File: src/rtl/poas_pkg.sv
// shared constants, codes and control types of the octopus authentication set block
package poas_pkg;

   localparam int TREE_BITS_C   = 16;
   localparam int NUM_INDICES_C = 16;
   localparam int AUTH_MAX_C    = 32;

   localparam int NODE_W    = 16;
   localparam int LEVEL_W   = 4;
   localparam int LEAF_W    = TREE_BITS_C + 1;
   localparam int LVL_CNT_W = $clog2(TREE_BITS_C);

   localparam logic [LEAF_W-1:0] LEAF_LO = LEAF_W'(1) << (TREE_BITS_C - 1);
   localparam logic [LEAF_W-1:0] LEAF_HI = LEAF_W'(1) << TREE_BITS_C;

   typedef enum logic [1:0] {
      RSP_OK       = 2'd0,
      RSP_OVERFLOW = 2'd1,
      RSP_EMPTY    = 2'd2,
      RSP_BAD      = 2'd3
   } rsp_status_type;

   typedef enum logic [2:0] {
      OP_IDLE,
      OP_SCAN,
      OP_WALK,
      OP_APPEND,
      OP_OUT
   } rd_op_type;

   typedef enum logic [3:0] {
      ST_LOAD,
      ST_SCAN,
      ST_SCAN_W,
      ST_CHECK,
      ST_WALK,
      ST_WALK_W,
      ST_FLUSH,
      ST_APPEND,
      ST_APPEND_W,
      ST_LEVEL,
      ST_SINGLE,
      ST_OUT,
      ST_OUT_W
   } state_type;

   typedef struct packed {
      logic      load;
      logic      start_scan;
      logic      init_build;
      logic      rewind;
      logic      flush;
      logic      level_end;
      logic      single;
      logic      clear;
      rd_op_type op;
   } dp_cmd_type;

   typedef struct packed {
      logic last_in;
      logic rd_done;
      logic bad;
      logic tree_done;
      logic no_list;
   } dp_status_type;

endpackage

File: src/rtl/poas_ram.sv
// generic one write port, one read port ram with registered read data
module poas_ram #(
   parameter int WIDTH = 16,
   parameter int DEPTH = 16
) (
   input  logic                                    clock,
   input  logic                                    wr_en,
   input  logic [(DEPTH > 1 ? $clog2(DEPTH) : 1)-1:0] wr_addr,
   input  logic [WIDTH-1:0]                        wr_data,
   input  logic [(DEPTH > 1 ? $clog2(DEPTH) : 1)-1:0] rd_addr,
   output logic [WIDTH-1:0]                        rd_data
);

   logic [WIDTH-1:0] mem_ff [DEPTH];
   logic [WIDTH-1:0] rd_data_ff;

   always_ff @(posedge clock) begin
      if (wr_en) begin
         mem_ff[wr_addr] <= wr_data;
      end
      rd_data_ff <= mem_ff[rd_addr];
   end

   assign rd_data = rd_data_ff;

endmodule

File: src/rtl/poas_ctrl.sv
// sequencer for loading, scanning, level walks and result output
module poas_ctrl import poas_pkg::*; (
   input  logic          clock,
   input  logic          reset,
   input  logic          start,
   input  dp_status_type dp_status,
   output dp_cmd_type    dp_cmd,
   output logic          busy
);

   state_type state_ff;
   state_type state_in;

   always_ff @(posedge clock) begin
      if (reset) begin
         state_ff <= ST_LOAD;
      end else begin
         state_ff <= state_in;
      end
   end

   always_comb begin
      state_in = state_ff;
      case (state_ff)
         ST_LOAD: begin
            if (start && dp_status.last_in) state_in = ST_SCAN;
         end
         ST_SCAN: begin
            if (dp_status.rd_done) state_in = ST_SCAN_W;
         end
         ST_SCAN_W: state_in = ST_CHECK;
         ST_CHECK: begin
            state_in = dp_status.bad ? ST_SINGLE : ST_WALK;
         end
         ST_WALK: begin
            if (dp_status.rd_done) state_in = ST_WALK_W;
         end
         ST_WALK_W: state_in = ST_FLUSH;
         ST_FLUSH:  state_in = ST_APPEND;
         ST_APPEND: begin
            if (dp_status.rd_done) state_in = ST_APPEND_W;
         end
         ST_APPEND_W: state_in = ST_LEVEL;
         ST_LEVEL: begin
            if (!dp_status.tree_done) state_in = ST_WALK;
            else if (dp_status.no_list) state_in = ST_SINGLE;
            else state_in = ST_OUT;
         end
         ST_SINGLE: state_in = ST_LOAD;
         ST_OUT: begin
            if (dp_status.rd_done) state_in = ST_OUT_W;
         end
         ST_OUT_W: state_in = ST_LOAD;
         default:  state_in = ST_LOAD;
      endcase
   end

   always_comb begin
      dp_cmd = '0;
      dp_cmd.op = OP_IDLE;
      busy = 1'b1;
      case (state_ff)
         ST_LOAD: begin
            busy = 1'b0;
            dp_cmd.load = start;
            dp_cmd.start_scan = start && dp_status.last_in;
         end
         ST_SCAN:   dp_cmd.op = OP_SCAN;
         ST_CHECK:  dp_cmd.init_build = 1'b1;
         ST_WALK:   dp_cmd.op = OP_WALK;
         ST_FLUSH:  dp_cmd.flush = 1'b1;
         ST_APPEND: dp_cmd.op = OP_APPEND;
         ST_LEVEL: begin
            dp_cmd.level_end = 1'b1;
            dp_cmd.rewind = 1'b1;
         end
         ST_SINGLE: begin
            dp_cmd.single = 1'b1;
            dp_cmd.clear = 1'b1;
         end
         ST_OUT:   dp_cmd.op = OP_OUT;
         ST_OUT_W: dp_cmd.clear = 1'b1;
         default: begin
            dp_cmd = '0;
         end
      endcase
   end

endmodule

File: src/rtl/poas_dp.sv
// node lists, sibling walk, entry buffer and result register
module poas_dp import poas_pkg::*; #(
   parameter int NUM_INDICES = NUM_INDICES_C,
   parameter int AUTH_MAX    = AUTH_MAX_C
) (
   input  logic                clock,
   input  logic                reset,
   input  logic [NODE_W-1:0]   req_index_value,
   input  logic                csr_wr_en,
   input  logic [LEAF_W-1:0]   csr_wr_data,
   input  dp_cmd_type          dp_cmd,
   output dp_status_type       dp_status,
   output logic                rsp_strobe,
   output logic [LEVEL_W-1:0]  rsp_node_level,
   output logic [NODE_W-1:0]   rsp_node_index,
   output logic [1:0]          rsp_status,
   output logic                rsp_last_item
);

   localparam int ADDR_W  = $clog2(NUM_INDICES);
   localparam int CNT_W   = $clog2(NUM_INDICES + 1);
   localparam int AUTH_AW = (AUTH_MAX > 1) ? $clog2(AUTH_MAX) : 1;
   localparam int AUTH_CW = $clog2(AUTH_MAX + 1);
   localparam int RC_W    = (CNT_W > AUTH_CW) ? CNT_W : AUTH_CW;
   localparam int AUTH_DW = LEVEL_W + NODE_W;

   logic [LEAF_W-1:0]    leaf_count_ff;
   logic [CNT_W-1:0]     in_cnt_ff;
   logic [NODE_W-1:0]    prev_ff;
   logic                 bad_ff;
   logic [CNT_W-1:0]     n_ff;
   logic [CNT_W-1:0]     len_ff;
   logic [CNT_W-1:0]     wr_cnt_ff;
   logic [NODE_W-1:0]    first_ff;
   logic [RC_W-1:0]      rd_cnt_ff;
   logic                 rd_vld_ff;
   rd_op_type            rd_kind_ff;
   logic                 hold_vld_ff;
   logic                 hold_vld_in;
   logic [NODE_W-1:0]    hold_ff;
   logic [NODE_W-1:0]    hold_in;
   logic [AUTH_CW-1:0]   auth_cnt_ff;
   logic                 ovf_ff;
   logic [LVL_CNT_W-1:0] lvl_ff;
   logic                 sel_ff;

   logic                 rsp_strobe_ff;
   logic [LEVEL_W-1:0]   rsp_level_ff;
   logic [NODE_W-1:0]    rsp_index_ff;
   logic [1:0]           rsp_status_ff;
   logic                 rsp_last_ff;

   logic [LEAF_W-1:0]    leaf_clamp;
   logic [LEAF_W-1:0]    split;
   logic [LEAF_W-1:0]    split2;
   logic [RC_W-1:0]      rd_bound;
   logic                 rd_done;
   logic                 issue;
   logic [NODE_W-1:0]    q0;
   logic [NODE_W-1:0]    q1;
   logic [NODE_W-1:0]    q;
   logic [AUTH_DW-1:0]   auth_q;
   logic                 walk_data;
   logic                 append_data;
   logic                 scan_data;
   logic                 out_data;
   logic                 emit;
   logic [NODE_W-1:0]    emit_node;
   logic                 wr_en;
   logic [NODE_W-1:0]    wr_data;
   logic                 auth_we;
   logic                 node0_we;
   logic [ADDR_W-1:0]    node0_wa;
   logic [NODE_W-1:0]    node0_wd;

   // effective leaf count and split point of the unbalanced tree
   always_comb begin
      if (leaf_count_ff < LEAF_LO) leaf_clamp = LEAF_LO;
      else if (leaf_count_ff > LEAF_HI) leaf_clamp = LEAF_HI;
      else leaf_clamp = leaf_count_ff;
      split  = leaf_clamp - LEAF_LO;
      split2 = {split[LEAF_W-2:0], 1'b0};
   end

   always_comb begin
      case (dp_cmd.op)
         OP_SCAN:   rd_bound = RC_W'(NUM_INDICES);
         OP_WALK:   rd_bound = (lvl_ff == '0) ? RC_W'(n_ff) : RC_W'(len_ff);
         OP_APPEND: rd_bound = (lvl_ff == '0) ? RC_W'(NUM_INDICES) : rd_cnt_ff;
         OP_OUT:    rd_bound = RC_W'(auth_cnt_ff);
         default:   rd_bound = rd_cnt_ff;
      endcase
      rd_done = (rd_cnt_ff == rd_bound);
      issue   = (dp_cmd.op != OP_IDLE) && !rd_done;
   end

   assign q           = sel_ff ? q1 : q0;
   assign walk_data   = rd_vld_ff && (rd_kind_ff == OP_WALK);
   assign append_data = rd_vld_ff && (rd_kind_ff == OP_APPEND);
   assign scan_data   = rd_vld_ff && (rd_kind_ff == OP_SCAN);
   assign out_data    = rd_vld_ff && (rd_kind_ff == OP_OUT);

   // sibling pairing over the sorted node stream
   always_comb begin
      hold_vld_in = hold_vld_ff;
      hold_in     = hold_ff;
      emit        = 1'b0;
      emit_node   = hold_ff ^ NODE_W'(1);
      wr_en       = 1'b0;
      wr_data     = hold_ff >> 1;
      if (walk_data) begin
         if (hold_vld_ff) begin
            wr_en = 1'b1;
            if (q == (hold_ff ^ NODE_W'(1))) begin
               hold_vld_in = 1'b0;
            end else begin
               emit    = 1'b1;
               hold_in = q;
            end
         end else begin
            hold_in     = q;
            hold_vld_in = 1'b1;
         end
      end else if (append_data) begin
         wr_en   = 1'b1;
         wr_data = q - split[NODE_W-1:0];
      end else if (dp_cmd.flush && hold_vld_ff) begin
         emit        = 1'b1;
         wr_en       = 1'b1;
         hold_vld_in = 1'b0;
      end
      if (dp_cmd.init_build) hold_vld_in = 1'b0;
   end

   assign auth_we  = emit && (auth_cnt_ff != AUTH_CW'(AUTH_MAX));
   assign node0_we = dp_cmd.load || (wr_en && sel_ff);
   assign node0_wa = dp_cmd.load ? in_cnt_ff[ADDR_W-1:0] : wr_cnt_ff[ADDR_W-1:0];
   assign node0_wd = dp_cmd.load ? req_index_value : wr_data;

   poas_ram #(.WIDTH(NODE_W), .DEPTH(NUM_INDICES)) u_node0 (
      .clock   (clock),
      .wr_en   (node0_we),
      .wr_addr (node0_wa),
      .wr_data (node0_wd),
      .rd_addr (rd_cnt_ff[ADDR_W-1:0]),
      .rd_data (q0)
   );

   poas_ram #(.WIDTH(NODE_W), .DEPTH(NUM_INDICES)) u_node1 (
      .clock   (clock),
      .wr_en   (wr_en && !sel_ff),
      .wr_addr (wr_cnt_ff[ADDR_W-1:0]),
      .wr_data (wr_data),
      .rd_addr (rd_cnt_ff[ADDR_W-1:0]),
      .rd_data (q1)
   );

   poas_ram #(.WIDTH(AUTH_DW), .DEPTH(AUTH_MAX)) u_auth (
      .clock   (clock),
      .wr_en   (auth_we),
      .wr_addr (auth_cnt_ff[AUTH_AW-1:0]),
      .wr_data ({lvl_ff[LEVEL_W-1:0], emit_node}),
      .rd_addr (rd_cnt_ff[AUTH_AW-1:0]),
      .rd_data (auth_q)
   );

   always_ff @(posedge clock) begin
      if (reset) begin
         leaf_count_ff <= LEAF_HI;
         in_cnt_ff     <= '0;
         prev_ff       <= '0;
         bad_ff        <= 1'b0;
         n_ff          <= '0;
         len_ff        <= '0;
         wr_cnt_ff     <= '0;
         rd_cnt_ff     <= '0;
         rd_vld_ff     <= 1'b0;
         rd_kind_ff    <= OP_IDLE;
         hold_vld_ff   <= 1'b0;
         auth_cnt_ff   <= '0;
         ovf_ff        <= 1'b0;
         lvl_ff        <= '0;
         sel_ff        <= 1'b0;
         rsp_strobe_ff <= 1'b0;
      end else begin
         if (csr_wr_en) leaf_count_ff <= csr_wr_data;

         if (dp_cmd.load) begin
            in_cnt_ff <= in_cnt_ff + CNT_W'(1);
            prev_ff   <= req_index_value;
            if (in_cnt_ff != '0 && req_index_value <= prev_ff) bad_ff <= 1'b1;
         end

         if (issue) rd_cnt_ff <= rd_cnt_ff + RC_W'(1);
         rd_vld_ff  <= issue;
         rd_kind_ff <= dp_cmd.op;

         if (scan_data) begin
            if ({1'b0, q} >= leaf_clamp) bad_ff <= 1'b1;
            if ({1'b0, q} < split2) n_ff <= n_ff + CNT_W'(1);
         end

         hold_vld_ff <= hold_vld_in;

         if (wr_en) wr_cnt_ff <= wr_cnt_ff + CNT_W'(1);
         if (emit) begin
            if (auth_we) auth_cnt_ff <= auth_cnt_ff + AUTH_CW'(1);
            else ovf_ff <= 1'b1;
         end

         if (dp_cmd.start_scan) begin
            n_ff      <= '0;
            rd_cnt_ff <= '0;
         end
         if (dp_cmd.rewind) rd_cnt_ff <= '0;
         if (dp_cmd.init_build) begin
            lvl_ff      <= '0;
            sel_ff      <= 1'b0;
            auth_cnt_ff <= '0;
            ovf_ff      <= 1'b0;
            wr_cnt_ff   <= '0;
            rd_cnt_ff   <= '0;
         end
         if (dp_cmd.level_end) begin
            lvl_ff    <= lvl_ff + LVL_CNT_W'(1);
            sel_ff    <= ~sel_ff;
            len_ff    <= wr_cnt_ff;
            wr_cnt_ff <= '0;
         end
         if (dp_cmd.clear) begin
            in_cnt_ff <= '0;
            bad_ff    <= 1'b0;
            sel_ff    <= 1'b0;
         end

         rsp_strobe_ff <= dp_cmd.single || out_data;
      end
   end

   // payload registers, no reset needed
   always_ff @(posedge clock) begin
      hold_ff <= hold_in;
      if (wr_en && wr_cnt_ff == '0) first_ff <= wr_data;
      if (dp_cmd.single) begin
         rsp_level_ff  <= '0;
         rsp_index_ff  <= '0;
         rsp_last_ff   <= 1'b1;
         if (bad_ff) rsp_status_ff <= RSP_BAD;
         else if (ovf_ff) rsp_status_ff <= RSP_OVERFLOW;
         else rsp_status_ff <= RSP_EMPTY;
      end else if (out_data) begin
         rsp_level_ff  <= auth_q[AUTH_DW-1:NODE_W];
         rsp_index_ff  <= auth_q[NODE_W-1:0];
         rsp_status_ff <= RSP_OK;
         rsp_last_ff   <= (rd_cnt_ff == RC_W'(auth_cnt_ff));
      end
   end

   always_comb begin
      dp_status.last_in   = (in_cnt_ff == CNT_W'(NUM_INDICES - 1));
      dp_status.rd_done   = rd_done;
      dp_status.bad       = bad_ff;
      dp_status.tree_done = (lvl_ff == LVL_CNT_W'(TREE_BITS_C - 1)) ||
                            (wr_cnt_ff == CNT_W'(1) && first_ff == '0);
      dp_status.no_list   = bad_ff || ovf_ff || (auth_cnt_ff == '0);
   end

   assign rsp_strobe     = rsp_strobe_ff;
   assign rsp_node_level = rsp_level_ff;
   assign rsp_node_index = rsp_index_ff;
   assign rsp_status     = rsp_status_ff;
   assign rsp_last_item  = rsp_last_ff;

endmodule

File: src/rtl/pors_octopus_auth_set.sv
// top level of the octopus authentication set block
// A set of NUM_INDICES ascending leaf indices is loaded one word per cycle while busy is low.
// The word that completes a set starts the build: a range scan over the stored indices,
// then one walk per tree level over the stored node list (at most 16 levels), each read
// through the single read port of the node list memories, then one result word per cycle
// for each entry; a failed or empty set gives a single word. Results
// appear for one cycle each on rsp_strobe and the receiver cannot stall them.
module pors_octopus_auth_set import poas_pkg::*; #(
   parameter int NUM_INDICES = NUM_INDICES_C,
   parameter int AUTH_MAX    = AUTH_MAX_C
) (
   input  logic               clock,
   input  logic               reset,
   input  logic               start,
   output logic               busy,
   input  logic [NODE_W-1:0]  req_index_value,
   output logic               rsp_strobe,
   output logic [LEVEL_W-1:0] rsp_node_level,
   output logic [NODE_W-1:0]  rsp_node_index,
   output logic [1:0]         rsp_status,
   output logic               rsp_last_item,
   input  logic               csr_wr_en,
   input  logic [LEAF_W-1:0]  csr_wr_data
);

   dp_cmd_type    dp_cmd;
   dp_status_type dp_status;

   poas_ctrl u_ctrl (
      .clock     (clock),
      .reset     (reset),
      .start     (start),
      .dp_status (dp_status),
      .dp_cmd    (dp_cmd),
      .busy      (busy)
   );

   poas_dp #(.NUM_INDICES(NUM_INDICES), .AUTH_MAX(AUTH_MAX)) u_dp (
      .clock           (clock),
      .reset           (reset),
      .req_index_value (req_index_value),
      .csr_wr_en       (csr_wr_en),
      .csr_wr_data     (csr_wr_data),
      .dp_cmd          (dp_cmd),
      .dp_status       (dp_status),
      .rsp_strobe      (rsp_strobe),
      .rsp_node_level  (rsp_node_level),
      .rsp_node_index  (rsp_node_index),
      .rsp_status      (rsp_status),
      .rsp_last_item   (rsp_last_item)
   );

endmodule

File: config.mk
export PLATFORM = sky130hd
export DESIGN_NAME = pors_octopus_auth_set
export DESIGN_NICKNAME = d
export VERILOG_FILES = /design/src/rtl/poas_pkg.sv /design/src/rtl/poas_ram.sv /design/src/rtl/poas_ctrl.sv /design/src/rtl/poas_dp.sv /design/src/rtl/pors_octopus_auth_set.sv
export SDC_FILE = /design/constraint.sdc
export NUM_CORES = 2
export LEC_CHECK = 0
export BUFFER_PORTS_ARGS = -buffer_cell sky130_fd_sc_hd__buf_2
export CORE_MARGIN = 4
export CORE_UTILIZATION = 45
export DETAILED_ROUTE_END_ITERATION = 16
export PLACE_DENSITY = 0.71
export SLEW_MARGIN = 5
export SYNTH_ARGS = -nofsm -noshare
export SYNTH_HDL_FRONTEND = slang
export SYNTH_SLANG_ARGS = --single-unit
File: constraint.sdc
create_clock -name clock -period 5.87 [get_ports clock]
set_input_delay 0.587 -clock clock [delete_from_list [all_inputs] [get_ports clock]]
set_output_delay 0.587 -clock clock [all_outputs]
set_load 0.02 [all_outputs]
==> results.tsv <==
stage	metric	value	unit
finish	nets	2985	
synthesis	synth_cells	2724	
worst_setup_path	path_cells	nor4_1 > nand3b_1 > o21bai_1 > buf_4 > nand2_1 > ha_1 > and3_1 > and4_1 > o21ai_0 > a21oi_1 > o41ai_1 > xnor2_1 > nand2_1 > a31oi_1	
clocking	cts_resized	0	
die	die_area	123000	um2
worst_hold_path	holdPathStages	2	
clocking	clock_path_buffers	3	
sta	layout_worst_path_cycle_share	84.2	%
synthesis	yosys.cell_types.count	76	
sta	setup-violations-final	0	
global_routing	grt_pass1_wl	179000	um
worst_setup_path	worst_path_most_repeated_cell	nand2_1	
sta	fin_ws	0.928	ns
die	die_w	351	um
run_status	run_status	finished, final reports clean	
worst_setup_path	critPathLaunchType	flip-flop	
global_routing	overflow	0	
synthesis	synth_edf_count	1186	
clocking	ctsHoldBuffers	0	
die	fp.coreArea	117000	um2
sta	period_minus_slack	4.94	ns
worst_setup_path	critical_path.startpoint	u_dp.leaf_count_ff[1]$_SDFFE_PP0P_	
synthesis	yosys_warnings	0	
sta	rsz0062_at_grt	false	
worst_setup_path	end_kind	flip-flop	
worst_setup_path	cpPeakStageDelay	0.93	ns
worst_hold_path	hold_path_end	u_dp.leaf_count_ff[16]$_SDFFE_PP1P_	
synthesis	netlist_area	53000	um2
global_routing	grtUsageTotal	19.9	%
worst_hold_path	hp-start	csr_wr_data[16]	
sta	slew_headroom	16.0	%
place	dp_slack	1.06	ns
global_routing	grt_pass1_vias	27496	
detailed_routing	drt-total-wl	122000	um
worst_setup_path	critPathKind	reg -> reg	
power_and_ir_drop	vdd_drop_max	0.221	mV
detailed_routing	routed_via_density	5.93	
worst_hold_path	hp-class	in -> reg	
detailed_routing	antenna_left	0	
place	dp.final_hpwl	72900	um
power_and_ir_drop	leakagePower	19.1	nW
worst_setup_path	critPathArrivalTime	5.28	ns
worst_setup_path	path_buf_inv	1	
finish	final_common_cell	edfxtp_1	
detailed_routing	wl_per_cell	26.9	um
clocking	clock_latency	0.73	ns
clocking	cts_htree_levels	4	
worst_setup_path	regToRegStartpoint	u_dp.leaf_count_ff[1]$_SDFFE_PP0P_	
finish	drive_above_1_share	26.5	%
global_routing	antenna_found_initial	2	
detailed_routing	drt-initial-drc-count	2808	
worst_setup_path	crit_path_max_fanout	16	
clocking	cts_setup_buffers	0	
finish	final_cell_mix	edfxtp_1, mux4_2, nand2_1	
synthesis	ys_seq_area_share	73.1	%
worst_setup_path	reg2reg_to	u_dp.u_node0.mem_ff[11][13]$_DFFE_PP_	
power_and_ir_drop	power_density	330	nW/um2
sta	slew_viol_final	0	
finish	fill_cells	8915	
worst_setup_path	crit_required	6.21	ns
die	die_h	351	um
clocking	clk_pin_slew_worst_paths	0.06	ns
detailed_routing	num_vias	26773	
die	std_cell_rows	125	
sta	final-hold-violation-count	0	
worst_setup_path	cpMaxStageDelayCell	a31oi_1	
worst_setup_path	r2r_cells	14	
synthesis	syn-num-nets	2823	
worst_setup_path	rrSetupSlack	0.93	ns
synthesis	ys.flop_type	edfxtp_1	
die	pin_count	62	
sta	worst_slew_pin_slew	1.26	ns
worst_setup_path	crit_family	compound AO/OA/AOI/OAI gates	
global_routing	grt_max_degree	121	
synthesis	synth.avg_cell_area	19.5	um2
synthesis	ys_async_sr_fraction	0	%
clocking	cts_tree	yes	
sta	max_freq	202	MHz
job	maxCapViolations	0	
sta	finalClockSkew	0.0322	ns
synthesis	synth_seq_cells	1341	
place	io_buffers	61	
detailed_routing	drt_first_pass_iters	5	
detailed_routing	drc	0	
place	gp_congestion	0.883	
sta	finalSetupTns	0	ns
power_and_ir_drop	total_power	0.0197	W
clocking	cts_sinks	1341	
clocking	cts_buffers	130	
finish	areaGrowthSynthToFinish	12.9	%
clocking	root_buffer	clkbuf_16	
die	start_util	45.5	%
## logic make-up (layout without fill, tap and decap cells)
| group | after synthesis | count (layout) | synth area share (%) |
|---|---|---|---|
| muxes | 423 | 423 | 16.6 |
| and+or+nand+nor | 454 | 454 | 4.13 |
| xor gates and xnor gates | 53 | 53 | 0.876 |
| other | 0 | 1 | 0 |
| AOI/OAI and AO/OA | 209 | 209 | 2.53 |
| DFF | 1341 | 1341 | 73.1 |
| buffers and inverters | 182 | 445 | 1.34 |
| adders and majority gates | 62 | 62 | 1.48 |
## worst reg2reg max path: stages (launching register included)
cell and delay, ns:
dfxtp_1 0.33, nor4_1 0.33, nand3b_1 0.14, o21bai_1 0.18, buf_4 0.19, nand2_1 0.16, ha_1 0.41, and3_1 0.26
and4_1 0.24, o21ai_0 0.08, a21oi_1 0.11, o41ai_1 0.88, xnor2_1 0.21, nand2_1 0.12, a31oi_1 0.93
## cell usage after synthesis, drive strengths merged (4+ instances only)
cell type	count	area share (%)
nand3b	5	0.071
a211oi	9	0.14
a2111oi	4	0.066
o21a	7	0.099
inv	47	0.33
edfxtp	1186	67
nor3b	11	0.17
a21oi	86	0.81
or2	5	0.059
a31oi	8	0.094
buf	48	0.39
nor3	15	0.14
or4	6	0.092
mux4	360	15
and3	33	0.39
nor4	15	0.18
nand4	13	0.15
clkbuf	87	0.62
and2	15	0.18
a21o	9	0.13
xor2	28	0.46
xnor2	25	0.41
dfxtp	155	5.9
a32oi	4	0.080
o31ai	4	0.057
o21bai	5	0.071
o211ai	5	0.071
nand2	170	1.2
nand2b	8	0.094
ha	61	1.4
nand3	24	0.23
o21ai	36	0.36
mux2	42	0.89
mux2i	21	0.40
nor2	104	0.74
nor2b	17	0.20
## worst max path at each step
stage | end | slack, ns | depth (start not counted)
4_1_cts | u_dp.u_node0.mem_ff[11][13]$_DFFE_PP_ | 1.01 | 14
2_1_floorplan | u_dp.u_auth.mem_ff[3][0]$_DFFE_PP_ | 1.46 | 9
5_1_grt | u_dp.u_node0.mem_ff[11][13]$_DFFE_PP_ | 0.63 | 14
3_5_place_dp | u_dp.u_auth.mem_ff[14][2]$_DFFE_PP_ | 1.06 | 8
3_3_place_gp | u_dp.u_auth.mem_ff[14][2]$_DFFE_PP_ | 1.23 | 8
6_report | u_dp.u_node0.mem_ff[11][13]$_DFFE_PP_ | 0.93 | 14
## flip-flops by register name (all words and copies together), names as in the netlist, 5 cells and up
register              flops
u_dp.auth_cnt_ff          6
u_dp.first_ff            16
u_dp.hold_ff             16
u_dp.in_cnt_ff            5
u_dp.leaf_count_ff       17
u_dp.len_ff               5
u_dp.n_ff                 5
u_dp.prev_ff             16
u_dp.rd_cnt_ff            6
u_dp.rsp_node_index      16
u_dp.u_auth.mem_ff      640
u_dp.u_auth.rd_data      20
u_dp.u_node0.mem_ff     256
u_dp.u_node0.rd_data     16
u_dp.u_node1.mem_ff     256
u_dp.u_node1.rd_data     16
u_dp.wr_cnt_ff            5
## metal layers
layer | vias up | wire length [um] | track usage (%) | share of wire (%)
met5 | - | 0 | 0 | 0
met4 | 0 | 4760 | 7.86 | 3.9
met3 | 250 | 8690 | 3.85 | 7.1
met2 | 1157 | 60300 | 32.9 | 50
met1 | 13985 | 47700 | 26.1 | 39
li1 | 11381 | - | - | -
## power breakdown
part | switching [W] | leakage [nW] | internal [W] | total, W
clock | 0.00344 | 2.07 | 0.00484 | 0.00828
combinational | 0.000578 | 4.97 | 0.000358 | 0.000935
sequential | 0.0000666 | 12.0 | 0.0104 | 0.0105
total | 0.00408 | 19.1 | 0.0156 | 0.0197
## stage by stage
| stage | area (um2) | instances | utilization [%] | hold slack [ns] |
|---|---|---|---|---|
| finish | 59800 | 4512 | 51.4 | 0.0878 |
| global route | 59800 | 4511 | 51.4 | 0.0749 |
| CTS | 59800 | 4511 | 51.3 | 0.0366 |
| detailed placement | 55600 | 4278 | 47.7 | 0.433 |
| global placement | 55600 | 4278 | 47.7 | 0.425 |
| floorplan | 53000 | 2724 | - | 0.417 |
## layout make-up
class | count | area (um2) | share of cell area [%]
multi-input cells | 1201 | 13600 | 22.8
clock buffers | 173 | 3600 | 6.01
inverters | 47 | 181 | 0.303
diodes | 1 | 2.50 | 0.00418
repair buffers | 165 | 1150 | 1.92
well taps | 1524 | 1910 | 3.19
flip-flops and latches | 1341 | 38700 | 64.7
clock inverters | 60 | 631 | 1.05
No activity file was read; power rests on OpenSTA's default activity.
